--- src/hw/rtl/save_ram_dirty_chunk_writeback_core_macros.svh ---
// Assertion macros shared by the save-RAM write-back core and its helpers.
// Each macro samples on clk and is disabled while rst is high.
`ifndef SAVE_RAM_DIRTY_CHUNK_WRITEBACK_CORE_MACROS_SVH
`define SAVE_RAM_DIRTY_CHUNK_WRITEBACK_CORE_MACROS_SVH

// Check a property on every rising clk edge outside reset.
`define SRDC_ASSERT(label, prop, msg) \
  label: assert property (@(posedge clk) disable iff (rst) prop) else $error(msg);

// Check that a condition never holds outside reset.
`define SRDC_NEVER(label, cond, msg) \
  label: assert property (@(posedge clk) disable iff (rst) !(cond)) else $error(msg);

`endif

--- src/hw/rtl/srdc_pkg.sv ---
// Shared types and codes of the save-RAM dirty-chunk write-back core.
// No dependencies; imported by srdc_rem and the top level.
`timescale 1ns / 1ps

package srdc_pkg;

  // Operation codes of an input transaction
  localparam logic [1:0] OP_READ  = 2'd0;
  localparam logic [1:0] OP_WRITE = 2'd1;
  localparam logic [1:0] OP_LOAD  = 2'd2;
  localparam logic [1:0] OP_FLUSH = 2'd3;

  // Result kinds
  localparam logic [1:0] KIND_READ   = 2'd0;
  localparam logic [1:0] KIND_STATUS = 2'd1;
  localparam logic [1:0] KIND_FLUSH  = 2'd2;
  localparam logic [1:0] KIND_NONE   = 2'd3;

  // Configuration register indexes
  localparam logic REG_SAVE_SIZE    = 1'b0;
  localparam logic REG_ROM_CHECKSUM = 1'b1;

  localparam logic [31:0] KEY_PREFIX      = 32'h5000_0000;
  localparam logic [7:0]  ERASED_BYTE     = 8'hFF;
  localparam logic [15:0] SAVE_SIZE_RESET = 16'h8000;

  typedef struct packed {
    logic [1:0]  op;
    logic [14:0] address;
    logic [7:0]  byte_in;
  } in_item_t;

  typedef struct packed {
    logic [1:0]  kind;
    logic [7:0]  byte_out;
    logic        accepted;
    logic [31:0] chunk_key;
    logic [5:0]  byte_offset;
    logic        last;
    logic [9:0]  dirty_count;
  } out_item_t;

  typedef enum logic [3:0] {
    ST_INIT,
    ST_IDLE,
    ST_EXEC,
    ST_SWEEP_RD,
    ST_SWEEP_WR,
    ST_FL_MOD,
    ST_FL_RD,
    ST_FL_CHK,
    ST_FL_START,
    ST_FL_EMIT
  } state_t;

  typedef struct packed {
    logic busy;
    logic done;
  } rem_status_t;

endpackage

--- src/hw/rtl/srdc_rem.sv ---
// Bit-serial restoring remainder unit: one quotient bit per cycle.
// Depends on srdc_pkg (rem_status_t) and the core macros header.
`timescale 1ns / 1ps
`include "save_ram_dirty_chunk_writeback_core_macros.svh"

module srdc_rem import srdc_pkg::*; #(
  parameter int W = 10
) (
  input  logic        clk,
  input  logic        rst,
  input  logic        start,
  input  logic [W-1:0] dividend,
  input  logic [W-1:0] divisor,
  output rem_status_t status,
  output logic [W-1:0] remainder
);

  localparam int CTW = $clog2(W + 1);

  logic [W:0]     part;
  logic [W:0]     trial;
  logic [W:0]     part_next;
  logic [W-1:0]   shreg;
  logic [W-1:0]   div_q;
  logic [CTW-1:0] steps;
  logic           busy;
  logic           done;

  // Shift in the next dividend bit, subtract when it fits.
  always_comb begin
    trial = {part[W-1:0], shreg[W-1]};
    if (trial >= {1'b0, div_q}) begin
      part_next = trial - {1'b0, div_q};
    end else begin
      part_next = trial;
    end
  end

  always_ff @(posedge clk) begin
    if (rst) begin
      busy  <= 1'b0;
      done  <= 1'b0;
      steps <= '0;
    end else begin
      done <= 1'b0;
      if (start) begin
        busy  <= 1'b1;
        steps <= CTW'(W);
      end else if (busy) begin
        steps <= steps - CTW'(1);
        if (steps == CTW'(1)) begin
          busy <= 1'b0;
          done <= 1'b1;
        end
      end
    end
  end

  always_ff @(posedge clk) begin
    if (start) begin
      part  <= '0;
      shreg <= dividend;
      div_q <= divisor;
    end else if (busy) begin
      part  <= part_next;
      shreg <= shreg << 1;
    end
  end

  assign status    = '{busy: busy, done: done};
  assign remainder = part[W-1:0];

  `SRDC_ASSERT(a_rem_below_divisor, done |-> (part < {1'b0, div_q}), "remainder not below divisor")
  `SRDC_NEVER(a_rem_start_busy, start && busy, "remainder unit restarted while busy")
  `SRDC_ASSERT(a_rem_done_pulse, done |=> !done, "remainder done held longer than one cycle")

endmodule

--- config.mk ---
export PLATFORM = sky130hd
export DESIGN_NAME = srdc_rem
export DESIGN_NICKNAME = d
export VERILOG_FILES = /design/src/hw/rtl/srdc_pkg.sv /design/src/hw/rtl/srdc_rem.sv
export VERILOG_INCLUDE_DIRS = /design/src /design/src/hw/rtl
export SDC_FILE = /design/constraint.sdc
export NUM_CORES = 1
export LEC_CHECK = 0
export ABC_AREA = 1
export BUFFER_PORTS_ARGS = -buffer_cell sky130_fd_sc_hd__buf_4
export CAP_MARGIN = 20
export CORE_ASPECT_RATIO = 0.75
export CORE_MARGIN = 2
export CORE_UTILIZATION = 35
export DETAILED_ROUTE_END_ITERATION = 10
export GPL_TIMING_DRIVEN = 0
export HOLD_SLACK_MARGIN = 0.08
export PLACE_DENSITY = 0.62
export SLEW_MARGIN = 25
export SYNTH_ARGS = -nofsm -noshare
export SYNTH_HDL_FRONTEND = slang
export SYNTH_SLANG_ARGS = --single-unit
--- constraint.sdc ---
create_clock -name clk -period 2.4 [get_ports clk]
set_input_delay 0 -clock clk [delete_from_list [all_inputs] [get_ports clk]]
set_output_delay 0 -clock clk [all_outputs]
set_load 0.02 [all_outputs]
* Word-level counts from Yosys, hierarchy flattened
Index checks and enable logic that the tools add are counted.
** Cells by class
- Shifts and indexed selects :: 0
- Bitwise gates (word level) :: 1
- $add $sub $neg :: 2
- Magnitude comparators :: 1
- Reductions and logical operators :: 3
- Divide/modulo/power cells :: 0
- $mul :: 0
- Equal/unequal tests :: 1
- Mux-type cells :: 9
** Operators with widths (number)
- two-way mux 10 bit :: 3
- greater-or-equal comparator 11 x 10 -> 1 bit :: 1
- subtractor 10 bit :: 1
- two-way mux 4 bit :: 2
- equality test 4 x 1 -> 1 bit (second input constant) :: 1
- two-way mux 1 bit :: 4
- subtractor 4 x 1 -> 4 bit (second input constant) :: 1
- OR reduction 3 bit :: 1
- nonzero test 2 bit :: 1
- OR reduction 2 bit :: 1
- NOT 1 bit :: 1
** Word-level totals
- Memories :: 0
- Latch bits :: 0
- ROM bits :: 0
- Output and inout bits :: 12
- Bits in writable memories :: 0
- Flip-flop bits (word level) :: 36

* Depth between registers and ports, before layout
- Word-level depth :: 4
- Gate-level depth with buffers :: 14

* Worst setup path after synthesis
Ideal clock, no wire load.
- Kind :: reg-to-reg
- Start :: register part[5]
- End :: register part[1]
- Arrival :: 1.576 ns
- Setup slack :: 0.690 ns
- Setup time :: 0.134 ns
- Stages on the path, launching flop included :: 11
- Buffers on the path :: 1
- Cell sequence :: dfxtp_1 -> ha_1 -> nand2_1 -> inv_1 -> a21oi_1 -> nand2_2 -> nand2_2 -> buf_6 -> nand3_1 -> nand3_1 -> o21ai_0
** On the way
- Longest elaborated chain between the ends :: 2
** RTL lines
- start: declaration :: line srdc_rem.sv:20 : logic [W:0] part;
- start signal: assignment :: line srdc_rem.sv:65 : part <= part_next;
- greater-or-equal comparator 11 x 10 -> 1 bit :: line srdc_rem.sv:32 : if (trial >= {1'b0, div_q}) begin
- two-way mux 10 bit :: line srdc_rem.sv:32
Every way passes these cells.
A chain may end at the register's enable or synchronous reset.

* Worst setup path after layout
- Start :: register shreg[9]
- End :: register part[8]
** On the way
- Longest elaborated chain between the ends :: 2
- Elaborated cells on any way between the ends :: 3
- Those cells by class :: add/sub (1); order compare (1); mux (1)
** RTL lines
- start: declaration :: line srdc_rem.sv:23 : logic [W-1:0] shreg;
- start signal: assignment :: line srdc_rem.sv:62 : shreg <= dividend;
- start signal: assignment :: line srdc_rem.sv:66 : shreg <= shreg << 1;
- subtractor 10 bit / greater-or-equal comparator 11 x 10 -> 1 bit (equally long branches) :: line srdc_rem.sv:33, srdc_rem.sv:32
- two-way mux 10 bit * :: line srdc_rem.sv:32
Every way passes the cells marked *; elsewhere a longest branch is shown, timed or not.

==> impl_metrics.json <==
{
  "grtUsageMet1": 0.211,
  "io-pin-count": 35,
  "start_util": 0.361,
  "r2r-end": "part[8]$_SDFFE_PP0P_",
  "fin_area_um2": 2770,
  "finalCritPeriodShare": 0.814,
  "r2r-start": "shreg[9]$_DFFE_PP_",
  "mostFrequentLayoutCell": "nand2_1",
  "cts_setup_buffers": 0,
  "worstSetupStartpointType": "register",
  "seqCellArea_um2": 921,
  "nets": 374,
  "grt-ovfl-total": 0,
  "clock.fmax_mhz": 512,
  "ys_types": 27,
  "antenna_found_initial": 0,
  "num_vias": 1822,
  "portBuffers": 34,
  "grt_busiest_layer": "met1",
  "p_leak_nw": 1.42,
  "hold_depth": 3,
  "slew-limit-headroom": 0.638,
  "drc": 0,
  "cts.clk_slew.worst_paths_ns": 0.08,
  "synthCells": 275,
  "multi_input_area_um2": 926,
  "ir_worst_vdd_mv": 0.301,
  "hold_end": "steps[3]$_SDFFE_PP0P_",
  "firstDrtPassIters": 4,
  "die_height_um": 70.8,
  "syn_area_per_cell_um2": 7.57,
  "core_um2": 5770,
  "clockRootBuffer": "clkbuf_8",
  "area_growth_pct": 32.9,
  "tns_ns": 0,
  "outcome": "finished clean",
  "cts-htree-levels": 2,
  "min-delay-path-class": "input pin to register",
  "grt_max_degree": 17,
  "maxCapViolations": 0,
  "final_util": 0.480,
  "hold_ws_ns": 0.424,
  "critical_path_class": "register to register",
  "dp_slack_ns": 0.463,
  "ctsLongestPathBuffers": 2,
  "min_from": "rst",
  "worst-endpoint-arrival_ns": 2.13,
  "r2r_cells": 14,
  "wl_um": 4530,
  "diodes": 0,
  "cp-startpoint": "shreg[9]$_DFFE_PP_",
  "crit_required_ns": 2.58,
  "hold_viol": 0,
  "vias_per_cell": 4.37,
  "power_density_nw_per_um2": 546,
  "cts_tree": "yes",
  "gp_congestion": 0.833,
  "r2r_slack_ns": 0.45,
  "met3_usage": 0.0469,
  "dp_hpwl_um": 3390,
  "drive_above_1_share": 0.162,
  "layout_common_cells": "nand2_1, inv_1, buf_4, nand3_1, dlygate4sd3_1",
  "period_minus_slack_ns": 1.95,
  "fillers": 582,
  "wl_per_cell_um": 10.9,
  "setup_violations": 0,
  "grt_pass1_vias": 1651,
  "synth-seq-area-share": 0.442,
  "chipWidth_um": 93.1,
  "synth_seq_cells": 36,
  "rows": 24,
  "ys_warn_count": 0,
  "worstPathMaxFanout": 4,
  "cts.sinks": 36,
  "synth_fp_nets": 311,
  "postPlaceCellArea_um2": 2430,
  "globalRouteMet2Util": 0.207,
  "end_kind": "register",
  "layout_setup_ws_ns": 0.447,
  "synth_area_um2": 2080,
  "finClkSkew_ns": 0.00866,
  "grt_usage": 0.147,
  "dieArea_um2": 6590,
  "drtAntennaViolNets": 0,
  "clk_latency_ns": 0.29,
  "cts_inserted_buffers": 5,
  "rsz0062_at_grt": "no",
  "worstMarginPinSlew_ns": 0.542,
  "drt_iter0_drc": 104,
  "maxSlewViolCount": 0,
  "grt_pass1_wl_um": 7470
}
==> per-layer routing <==
metal,routed length [µm],up-vias,part of all wire
met4,38,0,0.0084
met2,1880,51,0.42
met5,0,-,0
met3,270,4,0.060
met1,2340,785,0.52
li1,-,982,-
==> critical path: stages, from the launching register on <==
cell and delay, ns:
edfxtp_1 0.36, inv_1 0.08, ha_1 0.14, inv_1 0.08, fa_1 0.42, nand3_1 0.09
nand3_1 0.17, nand2_1 0.13, nand2_1 0.05, nand2_1 0.05, nand2_1 0.04, inv_1 0.05
nand2_1 0.04, nand3_1 0.08, nand2_1 0.05
==> state kept, by name (all words and copies together) (netlist names) <==
signal	count
part	10
busy	1
div_q	10
done	1
shreg	10
steps	4
==> power breakdown <==
group	leakage, nW	internal [W]	switching, W
Sequential	0.331	0.000696	0.0000175
Combinational	1.04	0.000120	0.000143
Clock	0.0541	0.000307	0.000226
Total	1.42	0.00112	0.000386
==> cell families after synthesis <==
group	count (synthesis)	share of synthesized area
AOI/OAI and AO/OA	12	0.0325
xor gates and xnor gates	4	0.0168
adders and majority gates	13	0.0817
buffers and inverters	58	0.113
DFF	36	0.442
and+or+nand+nor	152	0.314
==> synth_stat cells <==
cell type | number | area share
nand2_1 | 95 | 0.17
inv_1 | 51 | 0.092
nand3_1 | 25 | 0.060
edfxtp_1 | 20 | 0.29
dfxtp_1 | 16 | 0.15
nor2_1 | 15 | 0.027
ha_1 | 12 | 0.072
a21oi_1 | 4 | 0.0096
nand2_2 | 4 | 0.012
nand3b_1 | 4 | 0.014
nor3_1 | 3 | 0.0072
o21ai_0 | 3 | 0.0072
buf_2 | 2 | 0.0048
buf_4 | 2 | 0.0072
clkbuf_1 | 2 | 0.0036
nand3_2 | 2 | 0.0096
nor2_2 | 2 | 0.0060
o21ai_1 | 2 | 0.0048
xnor2_1 | 2 | 0.0084
xor2_1 | 2 | 0.0084
a221oi_1 | 1 | 0.0042
a31oi_1 | 1 | 0.0030
buf_6 | 1 | 0.0054
fa_1 | 1 | 0.0096
nand4_1 | 1 | 0.0030
o211ai_1 | 1 | 0.0036
or2_1 | 1 | 0.0030
==> layout make-up <==
cell class,count,share of cell area
buffer,7,0.0158
clock buffer,5,0.0249
clock inverter,3,0.0154
inverter,51,0.0692
multi-input combinational,181,0.335
sequential,36,0.333
tap,78,0.0353
timing repair buffer,56,0.172
==> worst max-delay path by stage <==
stage,to,slack (ns),cells past startpoint
2_1_floorplan,part[1]$_SDFFE_PP0P_,0.69,10
3_3_place_gp,part[8]$_SDFFE_PP0P_,0.49,14
3_5_place_dp,part[8]$_SDFFE_PP0P_,0.46,14
4_1_cts,part[8]$_SDFFE_PP0P_,0.44,14
5_1_grt,part[6]$_SDFFE_PP0P_,0.20,14
6_report,part[8]$_SDFFE_PP0P_,0.45,14
==> through the flow <==
stage               std cells  power [W]
floorplan                 275   0.000881
global placement          387   0.000958
detailed placement        387   0.000961
CTS                       417    0.00152
global route              417    0.00159
finish                    417    0.00151
==> repair_timing <==
item | CTS | global route
hold endpoints to repair | 36 | 0
resized for setup | 0 | 0
hold buffers | 22 | 0
(Power assumes the default switching activity.)
